`src/design/awc_pkg.sv`:
```
// ----------------------------------------------------------------------------
// awc_pkg: shared types and codes of the associative write-back cache
// Command and result-kind codes plus the payload widths of both channels.
// ----------------------------------------------------------------------------
package awc_pkg;

  localparam int unsigned XLEN = 64;

  typedef logic [2:0]      cmd_t;
  typedef logic [2:0]      kind_t;
  typedef logic [XLEN-1:0] xword_t;

  localparam cmd_t CMD_READ       = 3'd0;
  localparam cmd_t CMD_WRITE      = 3'd1;
  localparam cmd_t CMD_FILL       = 3'd2;
  localparam cmd_t CMD_FLUSH_LINE = 3'd3;
  localparam cmd_t CMD_FLUSH_ALL  = 3'd4;
  localparam cmd_t CMD_REMOVE     = 3'd5;
  localparam cmd_t CMD_REMOVE_ALL = 3'd6;

  localparam kind_t KIND_READ    = 3'd0;
  localparam kind_t KIND_FILLREQ = 3'd1;
  localparam kind_t KIND_BUSWR   = 3'd2;
  localparam kind_t KIND_PASSRD  = 3'd3;
  localparam kind_t KIND_ACK     = 3'd4;

endpackage

```
`src/design/awc_if.sv`:
```
// ----------------------------------------------------------------------------
// awc_if: valid/ready channels of the associative write-back cache
// Request channel (awc_req_if) and result channel (awc_rsp_if).
// ----------------------------------------------------------------------------
interface awc_req_if;
  logic            valid;
  logic            ready;
  awc_pkg::cmd_t   command;
  awc_pkg::xword_t address;
  awc_pkg::xword_t write_data;
  logic            side_effects;
  logic            uncached;
  logic            uninitialized;

  modport source (output valid, command, address, write_data, side_effects,
                  uncached, uninitialized, input ready);
  modport sink   (input valid, command, address, write_data, side_effects,
                  uncached, uninitialized, output ready);
endinterface

interface awc_rsp_if;
  logic            valid;
  logic            ready;
  awc_pkg::kind_t  kind;
  awc_pkg::xword_t bus_address;
  awc_pkg::xword_t word;
  logic            bus_side_effects;
  logic            last;

  modport source (output valid, kind, bus_address, word, bus_side_effects, last,
                  input ready);
  modport sink   (input valid, kind, bus_address, word, bus_side_effects, last,
                  output ready);
endinterface

```
`src/design/assoc_writeback_cache.sv`:
```
// ----------------------------------------------------------------------------
// assoc_writeback_cache: fully associative write-back, write-allocate cache
// LINES lines of WORDS_PER_LINE words; data in a one-read one-write memory,
// tags/valid/dirty in flops, one small sequencer drives everything.
// ----------------------------------------------------------------------------
//  channel   dir  handshake     payload
//  in_i      in   valid/ready   command, address, write_data, side_effects,
//                               uncached, uninitialized
//  out_o     out  valid/ready   kind, bus_address, word, bus_side_effects, last
//  cfg       in   cfg_we_i      cfg_wdata_i -> device_start
//
// One word at a time. Each written-back word is a memory read, then an emit.
// Remove line zeroes WORDS_PER_LINE words, remove all LINES*WORDS_PER_LINE,
// one per cycle. After reset a clearing pass zeroes all LINES*WORDS_PER_LINE
// words before in_i goes ready. A stalled out_o holds the sequencer in its
// emitting state.
module assoc_writeback_cache #(
  parameter int unsigned LINES          = 8,
  parameter int unsigned WORDS_PER_LINE = 4
) (
  input  logic            clk_i,
  input  logic            rst_ni,
  input  logic            cfg_we_i,
  input  awc_pkg::xword_t cfg_wdata_i,
  awc_req_if.sink         in_i,
  awc_rsp_if.source       out_o
);

  localparam int unsigned WPL   = WORDS_PER_LINE;
  localparam int unsigned DEPTH = LINES * WPL;
  localparam int unsigned LW    = (LINES > 1) ? $clog2(LINES) : 1;
  localparam int unsigned WW    = (WPL > 1) ? $clog2(WPL) : 1;
  localparam int unsigned IW    = (DEPTH > 1) ? $clog2(DEPTH) : 1;
  localparam int unsigned OFFW  = $clog2(WPL * 8);
  localparam int unsigned TAGW  = awc_pkg::XLEN - OFFW;

  typedef enum logic [4:0] {
    S_CLR, S_IDLE, S_LOOK, S_ACK, S_BUSW, S_PASSR, S_FIN, S_FINR,
    S_WB_RD, S_WB_EM, S_ALLOC, S_FREQ, S_FLA, S_FLN
  } state_e;

  typedef enum logic [1:0] {RET_ALLOC, RET_ACK, RET_FLA} wb_ret_e;
  typedef enum logic [1:0] {ZR_IDLE, ZR_ACK, ZR_FIN} clr_ret_e;

  state_e   state_q;
  wb_ret_e  wb_ret_q;
  clr_ret_e clr_ret_q;

  awc_pkg::xword_t dev_q;

  // latched request
  awc_pkg::cmd_t   it_cmd_q;
  awc_pkg::xword_t it_addr_q, it_data_q;
  logic            it_se_q, it_unc_q, it_uninit_q;

  logic [TAGW-1:0] tag_q [LINES];
  logic [LINES-1:0] valid_q, dirty_q;
  logic [LW-1:0]   vc_q;

  logic            fill_pend_q;
  logic [WW-1:0]   fc_q;
  logic [LW-1:0]   pl_q;
  logic            p_wr_q;
  awc_pkg::xword_t p_addr_q, p_data_q;

  logic [LW-1:0]   fin_line_q;
  logic            fin_wr_q;
  awc_pkg::xword_t fin_addr_q, fin_data_q;

  logic [LW-1:0]   wb_line_q, vic_q, fl_q;
  logic            wb_se_q;
  logic [WW-1:0]   w_q;
  logic [IW-1:0]   clr_q, clr_end_q;

  logic            out_valid_q, out_last_q, out_se_q;
  awc_pkg::kind_t  out_kind_q;
  awc_pkg::xword_t out_addr_q, out_word_q;

  awc_pkg::xword_t mem [DEPTH];
  awc_pkg::xword_t rdata_q;
  logic            mem_we, mem_re;
  logic [IW-1:0]   mem_widx, mem_ridx;
  awc_pkg::xword_t mem_wdata;

  function automatic logic [IW-1:0] idx_of(logic [LW-1:0] l, logic [WW-1:0] w);
    return IW'(32'(l) * WPL + 32'(w));
  endfunction

  // lookup of the latched address, plus the lowest free line
  logic [TAGW-1:0] key;
  logic            hit, free_found, is_dev, w_last;
  logic [LW-1:0]   hit_line, free_line, victim;
  logic [WW-1:0]   fin_word;
  logic            out_free;
  logic            emit_go;

  assign key      = it_addr_q[awc_pkg::XLEN-1:OFFW];
  assign is_dev   = it_addr_q >= dev_q;
  assign fin_word = WW'((fin_addr_q >> 3) & awc_pkg::XLEN'(WPL - 1));
  assign w_last   = w_q == WW'(WPL - 1);
  assign out_free = !out_valid_q || out_o.ready;
  assign victim   = free_found ? free_line : vc_q;

  always_comb begin
    hit        = 1'b0;
    hit_line   = '0;
    free_found = 1'b0;
    free_line  = '0;
    for (int i = LINES - 1; i >= 0; i--) begin
      if (valid_q[i] && tag_q[i] == key) begin
        hit      = 1'b1;
        hit_line = LW'(i);
      end
      if (!valid_q[i]) begin
        free_found = 1'b1;
        free_line  = LW'(i);
      end
    end
  end

  // a new word is loaded into the output register this cycle
  always_comb begin
    emit_go = 1'b0;
    unique case (state_q)
      S_ACK, S_BUSW, S_PASSR, S_FINR, S_WB_EM, S_FREQ: emit_go = out_free;
      S_FIN: emit_go = out_free && fin_wr_q;
      default: ;
    endcase
  end

  // data memory control
  always_comb begin
    mem_we    = 1'b0;
    mem_widx  = clr_q;
    mem_wdata = '0;
    mem_re    = 1'b0;
    mem_ridx  = idx_of(wb_line_q, w_q);
    unique case (state_q)
      S_CLR: mem_we = 1'b1;
      S_LOOK: begin
        if (fill_pend_q && it_cmd_q == awc_pkg::CMD_FILL) begin
          mem_we    = 1'b1;
          mem_widx  = idx_of(pl_q, fc_q);
          mem_wdata = it_data_q;
        end
      end
      S_FIN: begin
        if (fin_wr_q) begin
          mem_we    = out_free;
          mem_widx  = idx_of(fin_line_q, fin_word);
          mem_wdata = fin_data_q;
        end else begin
          mem_re   = 1'b1;
          mem_ridx = idx_of(fin_line_q, fin_word);
        end
      end
      S_WB_RD: mem_re = 1'b1;
      default: ;
    endcase
  end

  always_ff @(posedge clk_i) begin
    if (mem_we) mem[mem_widx] <= mem_wdata;
    if (mem_re) rdata_q <= mem[mem_ridx];
  end

  assign in_i.ready             = state_q == S_IDLE;
  assign out_o.valid            = out_valid_q;
  assign out_o.kind             = out_kind_q;
  assign out_o.bus_address      = out_addr_q;
  assign out_o.word             = out_word_q;
  assign out_o.bus_side_effects = out_se_q;
  assign out_o.last             = out_last_q;

  always_ff @(posedge clk_i or negedge rst_ni) begin
    if (!rst_ni) begin
      state_q     <= S_CLR;
      wb_ret_q    <= RET_ACK;
      clr_ret_q   <= ZR_IDLE;
      dev_q       <= awc_pkg::xword_t'(1) << (awc_pkg::XLEN - 1);
      for (int i = 0; i < LINES; i++) tag_q[i] <= '0;
      valid_q     <= '0;
      dirty_q     <= '0;
      vc_q        <= '0;
      fill_pend_q <= 1'b0;
      fc_q        <= '0;
      pl_q        <= '0;
      w_q         <= '0;
      fl_q        <= '0;
      clr_q       <= '0;
      clr_end_q   <= IW'(DEPTH - 1);
      out_valid_q <= 1'b0;
    end else begin
      if (cfg_we_i) dev_q <= cfg_wdata_i;
      if (emit_go) out_valid_q <= 1'b1;
      else if (out_o.ready) out_valid_q <= 1'b0;

      unique case (state_q)
        S_CLR: begin
          if (clr_q == clr_end_q) begin
            unique case (clr_ret_q)
              ZR_IDLE: state_q <= S_IDLE;
              ZR_ACK:  state_q <= S_ACK;
              default: begin
                valid_q[fin_line_q] <= 1'b1;
                state_q <= S_FIN;
              end
            endcase
          end else begin
            clr_q <= clr_q + IW'(1);
          end
        end

        S_IDLE: begin
          if (in_i.valid) begin
            it_cmd_q    <= in_i.command;
            it_addr_q   <= in_i.address;
            it_data_q   <= in_i.write_data;
            it_se_q     <= in_i.side_effects;
            it_unc_q    <= in_i.uncached;
            it_uninit_q <= in_i.uninitialized;
            state_q     <= S_LOOK;
          end
        end

        S_LOOK: begin
          w_q <= '0;
          if (fill_pend_q) begin
            if (it_cmd_q != awc_pkg::CMD_FILL) begin
              state_q <= S_ACK;
            end else if (fc_q == WW'(WPL - 1)) begin
              fill_pend_q     <= 1'b0;
              fc_q            <= '0;
              valid_q[pl_q]   <= 1'b1;
              dirty_q[pl_q]   <= 1'b0;
              fin_line_q      <= pl_q;
              fin_wr_q        <= p_wr_q;
              fin_addr_q      <= p_addr_q;
              fin_data_q      <= p_data_q;
              state_q         <= S_FIN;
            end else begin
              // intermediate fill word: no result
              fc_q    <= fc_q + WW'(1);
              state_q <= S_IDLE;
            end
          end else begin
            case (it_cmd_q)
              awc_pkg::CMD_READ, awc_pkg::CMD_WRITE: begin
                fin_wr_q   <= it_cmd_q == awc_pkg::CMD_WRITE;
                fin_addr_q <= it_addr_q;
                fin_data_q <= it_data_q;
                if (!is_dev && hit) begin
                  fin_line_q <= hit_line;
                  state_q    <= S_FIN;
                end else if (!is_dev && !it_unc_q &&
                             (it_cmd_q == awc_pkg::CMD_WRITE || it_se_q)) begin
                  vic_q      <= victim;
                  fin_line_q <= victim;
                  if (!free_found)
                    vc_q <= (vc_q == LW'(LINES - 1)) ? '0 : vc_q + LW'(1);
                  if (dirty_q[victim]) begin
                    wb_line_q <= victim;
                    wb_se_q   <= it_se_q;
                    wb_ret_q  <= RET_ALLOC;
                    state_q   <= S_WB_RD;
                  end else begin
                    state_q <= S_ALLOC;
                  end
                end else if (it_cmd_q == awc_pkg::CMD_WRITE) begin
                  state_q <= S_BUSW;
                end else begin
                  state_q <= S_PASSR;
                end
              end
              awc_pkg::CMD_FLUSH_LINE: begin
                if (hit && dirty_q[hit_line]) begin
                  wb_line_q <= hit_line;
                  wb_se_q   <= 1'b1;
                  wb_ret_q  <= RET_ACK;
                  state_q   <= S_WB_RD;
                end else begin
                  state_q <= S_ACK;
                end
              end
              awc_pkg::CMD_FLUSH_ALL: begin
                fl_q    <= '0;
                state_q <= S_FLA;
              end
              awc_pkg::CMD_REMOVE: begin
                if (hit) begin
                  valid_q[hit_line] <= 1'b0;
                  dirty_q[hit_line] <= 1'b0;
                  tag_q[hit_line]   <= '0;
                  clr_q             <= idx_of(hit_line, '0);
                  clr_end_q         <= idx_of(hit_line, WW'(WPL - 1));
                  clr_ret_q         <= ZR_ACK;
                  state_q           <= S_CLR;
                end else begin
                  state_q <= S_ACK;
                end
              end
              awc_pkg::CMD_REMOVE_ALL: begin
                valid_q   <= '0;
                dirty_q   <= '0;
                for (int i = 0; i < LINES; i++) tag_q[i] <= '0;
                clr_q     <= '0;
                clr_end_q <= IW'(DEPTH - 1);
                clr_ret_q <= ZR_ACK;
                state_q   <= S_CLR;
              end
              default: state_q <= S_ACK;
            endcase
          end
        end

        S_ACK: begin
          if (out_free) begin
            out_kind_q  <= awc_pkg::KIND_ACK;
            out_addr_q  <= it_addr_q;
            out_word_q  <= '0;
            out_se_q    <= 1'b0;
            out_last_q  <= 1'b1;
            state_q     <= S_IDLE;
          end
        end

        S_BUSW, S_PASSR: begin
          if (out_free) begin
            out_kind_q  <= (state_q == S_BUSW) ? awc_pkg::KIND_BUSWR
                                               : awc_pkg::KIND_PASSRD;
            out_addr_q  <= it_addr_q;
            out_word_q  <= (state_q == S_BUSW) ? it_data_q : '0;
            out_se_q    <= it_se_q;
            out_last_q  <= 1'b1;
            state_q     <= S_IDLE;
          end
        end

        S_FIN: begin
          if (!fin_wr_q) begin
            state_q <= S_FINR;
          end else if (out_free) begin
            dirty_q[fin_line_q] <= 1'b1;
            out_kind_q  <= awc_pkg::KIND_ACK;
            out_addr_q  <= fin_addr_q;
            out_word_q  <= '0;
            out_se_q    <= 1'b0;
            out_last_q  <= 1'b1;
            state_q     <= S_IDLE;
          end
        end

        S_FINR: begin
          if (out_free) begin
            out_kind_q  <= awc_pkg::KIND_READ;
            out_addr_q  <= fin_addr_q;
            out_word_q  <= rdata_q;
            out_se_q    <= 1'b0;
            out_last_q  <= 1'b1;
            state_q     <= S_IDLE;
          end
        end

        S_WB_RD: state_q <= S_WB_EM;

        S_WB_EM: begin
          if (out_free) begin
            out_kind_q  <= awc_pkg::KIND_BUSWR;
            out_addr_q  <= {tag_q[wb_line_q], {OFFW{1'b0}}} |
                           (awc_pkg::XLEN'(w_q) << 3);
            out_word_q  <= rdata_q;
            out_se_q    <= wb_se_q;
            out_last_q  <= 1'b0;
            if (w_last) begin
              w_q                <= '0;
              dirty_q[wb_line_q] <= 1'b0;
              unique case (wb_ret_q)
                RET_ALLOC: state_q <= S_ALLOC;
                RET_ACK:   state_q <= S_ACK;
                default:   state_q <= S_FLN;
              endcase
            end else begin
              w_q     <= w_q + WW'(1);
              state_q <= S_WB_RD;
            end
          end
        end

        S_ALLOC: begin
          tag_q[vic_q]   <= key;
          valid_q[vic_q] <= 1'b0;
          dirty_q[vic_q] <= 1'b0;
          if (it_uninit_q) begin
            clr_q     <= idx_of(vic_q, '0);
            clr_end_q <= idx_of(vic_q, WW'(WPL - 1));
            clr_ret_q <= ZR_FIN;
            state_q   <= S_CLR;
          end else begin
            fill_pend_q <= 1'b1;
            fc_q        <= '0;
            pl_q        <= vic_q;
            p_wr_q      <= it_cmd_q == awc_pkg::CMD_WRITE;
            p_addr_q    <= it_addr_q;
            p_data_q    <= it_data_q;
            w_q         <= '0;
            state_q     <= S_FREQ;
          end
        end

        S_FREQ: begin
          if (out_free) begin
            out_kind_q  <= awc_pkg::KIND_FILLREQ;
            out_addr_q  <= {key, {OFFW{1'b0}}} | (awc_pkg::XLEN'(w_q) << 3);
            out_word_q  <= '0;
            out_se_q    <= it_se_q;
            out_last_q  <= w_last;
            w_q         <= w_q + WW'(1);
            if (w_last) state_q <= S_IDLE;
          end
        end

        S_FLA: begin
          if (valid_q[fl_q] && dirty_q[fl_q]) begin
            wb_line_q <= fl_q;
            wb_se_q   <= 1'b1;
            wb_ret_q  <= RET_FLA;
            w_q       <= '0;
            state_q   <= S_WB_RD;
          end else begin
            state_q <= S_FLN;
          end
        end

        S_FLN: begin
          if (fl_q == LW'(LINES - 1)) begin
            state_q <= S_ACK;
          end else begin
            fl_q    <= fl_q + LW'(1);
            state_q <= S_FLA;
          end
        end

        default: state_q <= S_IDLE;
      endcase
    end
  end

endmodule

```
`src/flat_wrapper.sv`:
```
// flat-port wrapper written by rule: the top's interface ports become plain ports
module assoc_writeback_cache_flat 
#(
  parameter int unsigned LINES          = 8,
  parameter int unsigned WORDS_PER_LINE = 4
)
  (clk_i, rst_ni, cfg_we_i, cfg_wdata_i, in_i_valid, in_i_command, in_i_address, in_i_write_data, in_i_side_effects, in_i_uncached, in_i_uninitialized, in_i_ready, out_o_valid, out_o_kind, out_o_bus_address, out_o_word, out_o_bus_side_effects, out_o_last, out_o_ready);
  awc_req_if in_i_i ();
  awc_rsp_if out_o_i ();
  input  logic clk_i;
  input  logic rst_ni;
  input  logic cfg_we_i;
  input  awc_pkg::xword_t cfg_wdata_i;
  input wire logic [$bits(in_i_i.valid)-1:0] in_i_valid;
  input wire logic [$bits(in_i_i.command)-1:0] in_i_command;
  input wire logic [$bits(in_i_i.address)-1:0] in_i_address;
  input wire logic [$bits(in_i_i.write_data)-1:0] in_i_write_data;
  input wire logic [$bits(in_i_i.side_effects)-1:0] in_i_side_effects;
  input wire logic [$bits(in_i_i.uncached)-1:0] in_i_uncached;
  input wire logic [$bits(in_i_i.uninitialized)-1:0] in_i_uninitialized;
  output wire logic [$bits(in_i_i.ready)-1:0] in_i_ready;
  output wire logic [$bits(out_o_i.valid)-1:0] out_o_valid;
  output wire logic [$bits(out_o_i.kind)-1:0] out_o_kind;
  output wire logic [$bits(out_o_i.bus_address)-1:0] out_o_bus_address;
  output wire logic [$bits(out_o_i.word)-1:0] out_o_word;
  output wire logic [$bits(out_o_i.bus_side_effects)-1:0] out_o_bus_side_effects;
  output wire logic [$bits(out_o_i.last)-1:0] out_o_last;
  input wire logic [$bits(out_o_i.ready)-1:0] out_o_ready;
  assign in_i_i.valid = in_i_valid;
  assign in_i_i.command = in_i_command;
  assign in_i_i.address = in_i_address;
  assign in_i_i.write_data = in_i_write_data;
  assign in_i_i.side_effects = in_i_side_effects;
  assign in_i_i.uncached = in_i_uncached;
  assign in_i_i.uninitialized = in_i_uninitialized;
  assign in_i_ready = in_i_i.ready;
  assign out_o_valid = out_o_i.valid;
  assign out_o_kind = out_o_i.kind;
  assign out_o_bus_address = out_o_i.bus_address;
  assign out_o_word = out_o_i.word;
  assign out_o_bus_side_effects = out_o_i.bus_side_effects;
  assign out_o_last = out_o_i.last;
  assign out_o_i.ready = out_o_ready;
  assoc_writeback_cache #(.LINES(LINES), .WORDS_PER_LINE(WORDS_PER_LINE)) u_core (.clk_i(clk_i), .rst_ni(rst_ni), .cfg_we_i(cfg_we_i), .cfg_wdata_i(cfg_wdata_i), .in_i(in_i_i), .out_o(out_o_i));
endmodule
```
`config.mk`:
```
export PLATFORM = sky130hd
export DESIGN_NAME = assoc_writeback_cache_flat
export DESIGN_NICKNAME = d
export VERILOG_FILES = /design/src/design/awc_pkg.sv /design/src/design/awc_if.sv /design/src/design/assoc_writeback_cache.sv /design/src/flat_wrapper.sv
export SDC_FILE = /design/constraint.sdc
export NUM_CORES = 2
export LEC_CHECK = 0
export BUFFER_PORTS_ARGS = -buffer_cell sky130_fd_sc_hd__buf_2
export CAP_MARGIN = 20
export CORE_MARGIN = 10
export CORE_UTILIZATION = 30
export DETAILED_ROUTE_END_ITERATION = 7
export PLACE_DENSITY = 0.53
export SLEW_MARGIN = 25
export SYNTH_ARGS = -nofsm -noshare
export SYNTH_HDL_FRONTEND = slang
export SYNTH_SLANG_ARGS = --single-unit
```
`constraint.sdc`:
```
create_clock -name clk_i -period 24.3 [get_ports clk_i]
set_clock_uncertainty 0.05 [all_clocks]
set_input_delay 3.645 -clock clk_i [delete_from_list [all_inputs] [get_ports clk_i]]
set_output_delay 3.645 -clock clk_i [all_outputs]
set_load 0.05 [all_outputs]
```
Word-level counts from Yosys, hierarchy flattened. Memory sizes are Yosys's and may differ from the RTL's. A register that Yosys moved wholly into a read port is not among the register bits. Index checks and enable logic that the tools add are counted.

Add/sub/neg operators: 10. $lt $le $gt $ge: 18. Equality and inequality tests: 71. Muxes and demuxes: 231. Bitwise logic cells: 24. Reduce and logical (&&, ||, !) cells: 79.

Operators by type and width (number): case mux 472 bit (2 select lines) (2); 2-to-1 mux 64 bit (20); 2-to-1 mux 472 bit (2); bitwise AND 472 bit (1); bitwise mux 472 bit (1); == test 59 bit (8); NOT 472 bit (1); demux 59 bit (select 3 bit) (2); case mux 64 bit (5 select lines) (1); case mux 64 bit (4 select lines) (1); 2-to-1 mux 59 bit (4); binary-select mux 59 bit (select 3 bit) (1); OR 64 x 5 -> 64 bit (2); case mux 64 bit (2 select lines) (1); 2-to-1 mux 3 bit (41); 2-to-1 mux 8 bit (14); 2-to-1 mux 5 bit (22); greater-or-equal comparator 64 bit (1); 2-to-1 mux 1 bit (56); case mux 5 bit (11 select lines) (1); bitwise AND 8 bit (6); case mux 5 bit (2 select lines) (4); 2-to-1 mux 2 bit (19); AND reduction 5 bit (7); other kinds (66) (215).

Bits in registers: 1121. Bits in writable memories: 2048. Bits of input ports: 203. Output and inout port bits: 135. Word-level logic and storage cells: 478. Memories kept: 1.

Memories: u_core.mem (words 32, width 64, read ports 1, clocked after Yosys merged registers in 1, write ports 1, line assoc_writeback_cache.sv:79) `awc_pkg::xword_t mem [DEPTH];`.

Depth between registers and ports, before layout.
Depth after elaboration: 21. Mapped depth: 16. Gate-level depth less buffers: 13.

Worst setup path after synthesis. OpenSTA, ideal clock, no wires.

Kind: input -> register. From: input port rst_ni. To: register u_core.fin_line_q[0], enable pin. Setup time: 0.319 ns. Arrival time: 13.944 ns. Data required time: 23.931 ns. Path slack: 9.987 ns. Stages on the path: 3. Path buffers: 0. Path through: inv_1 a211oi_1 o21a_1.

Cells in the longest elaborated chain, start to end: 1.

Ends and longest elaborated chain: start: declaration (line flat_wrapper.sv:11) `input logic rst_ni;`; AND reduction 6 bit (no line); end signal: assignment (line assoc_writeback_cache.sv:236) `fin_line_q <= pl_q;`; end signal: assignment (line assoc_writeback_cache.sv:253) `fin_line_q <= hit_line;`; end signal: assignment (line assoc_writeback_cache.sv:258) `fin_line_q <= victim;`; end: declaration (line assoc_writeback_cache.sv:66) `logic [LW-1:0] fin_line_q;`.

Every way passes these cells. A chain may end at the register's enable or synchronous reset.

Worst setup path in the final report.
From: input port out_o_ready. To: memory u_core.mem[7][51] (netlist name), enable pin.

Cells in the longest elaborated chain, start to end: 5.

Ends and longest elaborated chain: start: declaration (line flat_wrapper.sv:28) `input wire logic [$bits(out_o_i.ready)-1:0] out_o_ready;`; logical OR 1 bit (line assoc_writeback_cache.sv:101) `assign out_free = !out_valid_q || out_o.ready;`; 2-to-1 mux 1 bit (line assoc_writeback_cache.sv:148) `if (fin_wr_q) begin`; case mux 1 bit (3 select lines) (line assoc_writeback_cache.sv:138) `unique case (state_q)`; 2-to-1 mux 1 bit (line assoc_writeback_cache.sv:163) `if (mem_we) mem[mem_widx] <= mem_wdata;`; 2-to-1 mux 1 bit (implied by the code) (line assoc_writeback_cache.sv:163); end: declaration (line assoc_writeback_cache.sv:79).

Every way passes these cells.

==> key figures <==
Outcome
  • Status: complete, no violations

Cells and area
  • Layout cell share with drive strength beyond 1: 0.1252
  • Most frequent cells in the layout: 2,647 x edfxtp_1, 2,257 x nand2_1, 1,095 x nand3_1
  • Finished Core Util: 0.3481
  • Regs by FF count: u_core.mem (2048), u_core.tag_q (472)
  • Nets@finish: 11,380
  • Layout area overhead: 15.38%
  • Finished Cell Area: 159,100 um2
  • Largest Register: u_core.mem
  • Max reg flops: 2,048
  • FILL cells: 44,700
  • Most common cell after layout, fill and taps aside: edfxtp_1

Setup path
  • Worst setup EP type: flip-flop
  • WP data required: 24.80 ns
  • Critical Path Fanout Max: 41
  • Worst R2R Setup Slack: 17.50 ns
  • CP Buf/Inv Count: 2
  • Critical Path AT: 7.49 ns
  • Critical path class: primary input to flip-flop
  • Biggest cell delay along the critical path: 1.00 ns
  • Slowest-stage cell, CP: nor2_4
  • Worst-path cell chain: buf_2 > nand2b_1 > nand3_1 > nand3_1 > nand3_1 > nor2_4 > buf_4
  • Largest delay share family, worst path: simple AND/OR/NAND/NOR gates
  • Crit path top cell by count: nand3_1
  • Critical Path Start Type: primary input

Logic synthesis
  • Synth Cell Area: 137,900 um2
  • Yosys cell types: 93
  • Primary FF master, synth: edfxtp_1
  • Syn Area/Cell: 12.63 um2
  • Mapped Cells: 10,920
  • Post-synthesis async set-or-reset flop share: 0.1807
  • EDFF count, synth: 2,647
  • Syn. warnings: 0
  • Sequential share of the synthesized area: 0.6824
  • Yosys reg bits: 3,231
  • Post-synthesis net count: 11,200

Die
  • Core area: 457,100 um2
  • Starting density of the core: 0.3017
  • Cell Rows: 248
  • Die area: 487,200 um2
  • Die Ht: 698.0 um
  • Die W: 698.0 um
  • I/O pin total: 338

Placement
  • Placed inst area: 147,200 um2
  • Post-DP HPWL: 347,300 um
  • IO buf count: 337
  • Final RePlAce weighted congestion: 1.055

Routing
  • ANT nets after route: 0
  • DRT Wirelength: 553,300 um
  • Residual DRC: 0
  • Drt pass-1 iters: 6
  • WL/cell: 31.54 um
  • Via/cell ratio: 5.554
  • Vias: 97,450
  • DRT iter0 DRCs: 12,170

STA
  • Fmax: 143.1 MHz
  • Final Hold Vio Count: 0
  • Setup TNS: 0 ns
  • Fin crit share: 0.2877
  • Headroom to the max-slew limit: 0.1004
  • Actual slew at the worst max-slew pin: 1.337 ns
  • Unrepaired setup endpoints after global routing: false
  • Crit path time final: 6.990 ns
  • Hold_ws: 0.4397 ns
  • Final slew viol count: 0
  • Setup violations, final: 0

Clock tree
  • Clock Latency Late Sink: 1.00 ns
  • Clk buf depth: 4
  • CTS tree: built
  • Clk sinks: 3,231
  • Reg clk slew, reported paths: 0.06 ns
  • Number of gates resized after cts: 0
  • CTS buffer count: 361
  • H-tree Lvls: 5
  • Post-CTS Setup Inserts: 0
  • CTS Hold Bufs: 0
  • Clk root buf: clkbuf_16

Global route
  • All-layer global routing usage: 0.2162
  • Initial antenna violation count: 50
  • Grt total ovfl: 0
  • First-pass GRT wire length: 765,100 um
  • Number of global-route vias before repair: 92,610
  • Largest net degree at the start of global routing: 154

Pwr
  • VDD IR-drop max: 0.06768 mV
  • Total power: 12.50 mW
  • LEAKAGE: 57.11 nW
  • PwrDens: 78.56 nW/um2

Worst hold path
  • Worst Hold Class: flip-flop to flip-flop

Flow run
  • Number of max-cap violations: 0
-- layer usage --
layer,part of all wire,track usage
met1,0.40,0.2826
met2,0.46,0.3422
met3,0.084,0.04894
met4,0.055,0.09782
met5,0.00020,0
-- where the power goes --
part	internal [mW]	total [mW]	switching, mW
Combinational	0.223	0.854	0.630
Clock	3.13	5.50	2.37
Sequential	6.08	6.15	0.0669
-- worst reg2reg max path, delay by kind of cell, from the launching register on --
kind	cells	cell delay, ns
AND/OR/NAND/NOR	7	1.55
AO/OA/AOI/OAI	2	1.16
multiplexers	1	0.77
buffers and inverters	4	2.49
flip-flops	1	0.62
-- Yosys cell counts, drive strengths merged, types with 138 or more instances --
| library cell | number | area (um2) |
|---|---|---|
| edfxtp | 2647 | 79490 |
| nand2 | 2257 | 8472 |
| nand3 | 1096 | 5485 |
| a22o | 666 | 5833 |
| clkbuf | 654 | 2455 |
| dfrtp | 579 | 14490 |
| a311oi | 330 | 2890 |
| nand2b | 277 | 1733 |
| xnor2 | 254 | 2225 |
| nand4 | 205 | 1282 |
| buf | 172 | 829.6 |
| o21ai | 151 | 759.5 |
| and3 | 139 | 869.6 |
| a31oi | 138 | 869.6 |
-- stage by stage --
step | setup slack (ns) | instances
2_1_floorplan | 9.987 | 10920
3_3_place_gp | 16.42 | 16860
3_5_place_dp | 16.32 | 16870
4_1_cts | 17.31 | 17520
5_1_grt | 17.04 | 17530
6_report | 17.31 | 17550
-- cell families (layout without fill, tap and decap cells) --
logic type	Yosys count	count (layout)	share of synthesized area
simple gates	4354	4354	0.1450
flops	3231	3231	0.6824
compound gates	1851	1851	0.1074
buf+inv	962	1441	0.02752
xor+xnor	319	319	0.02026
mux	133	133	0.01081
fa+ha+maj	71	71	0.006442
other cells	1	20	0.00002719
-- worst paths after layout --
check                                         start             endpoint  cells after the start
worst max-delay path                    out_o_ready    u_core.mem[7][51]                      7
worst min-delay path            u_core.clr_end_q[2]  u_core.clr_end_q[2]                      2
worst max register to register    u_core.state_q[1]    u_core.rdata_q[7]                     14
worst min register to register  u_core.clr_end_q[2]  u_core.clr_end_q[2]                      2
max in group asynchronous                    rst_ni      u_core.dev_q[5]                      5
min in group asynchronous                    rst_ni    u_core.tag_q[288]                      1
-- area by class of cell --
type | count | area [um2] | share of cell area
Clock buffer | 458 | 9592 | 0.06029
Multi-Input combinational cell | 6729 | 40750 | 0.2561
Tap cell | 6125 | 7664 | 0.04817
Sequential cell | 3231 | 94110 | 0.5915
Timing Repair Buffer | 650 | 4352 | 0.02735
Inverter | 136 | 510.5 | 0.003209
Clock inverter | 197 | 2082 | 0.01309
Antenna cell | 19 | 47.55 | 0.0002988
No activity file was read; power rests on OpenSTA's default activity.
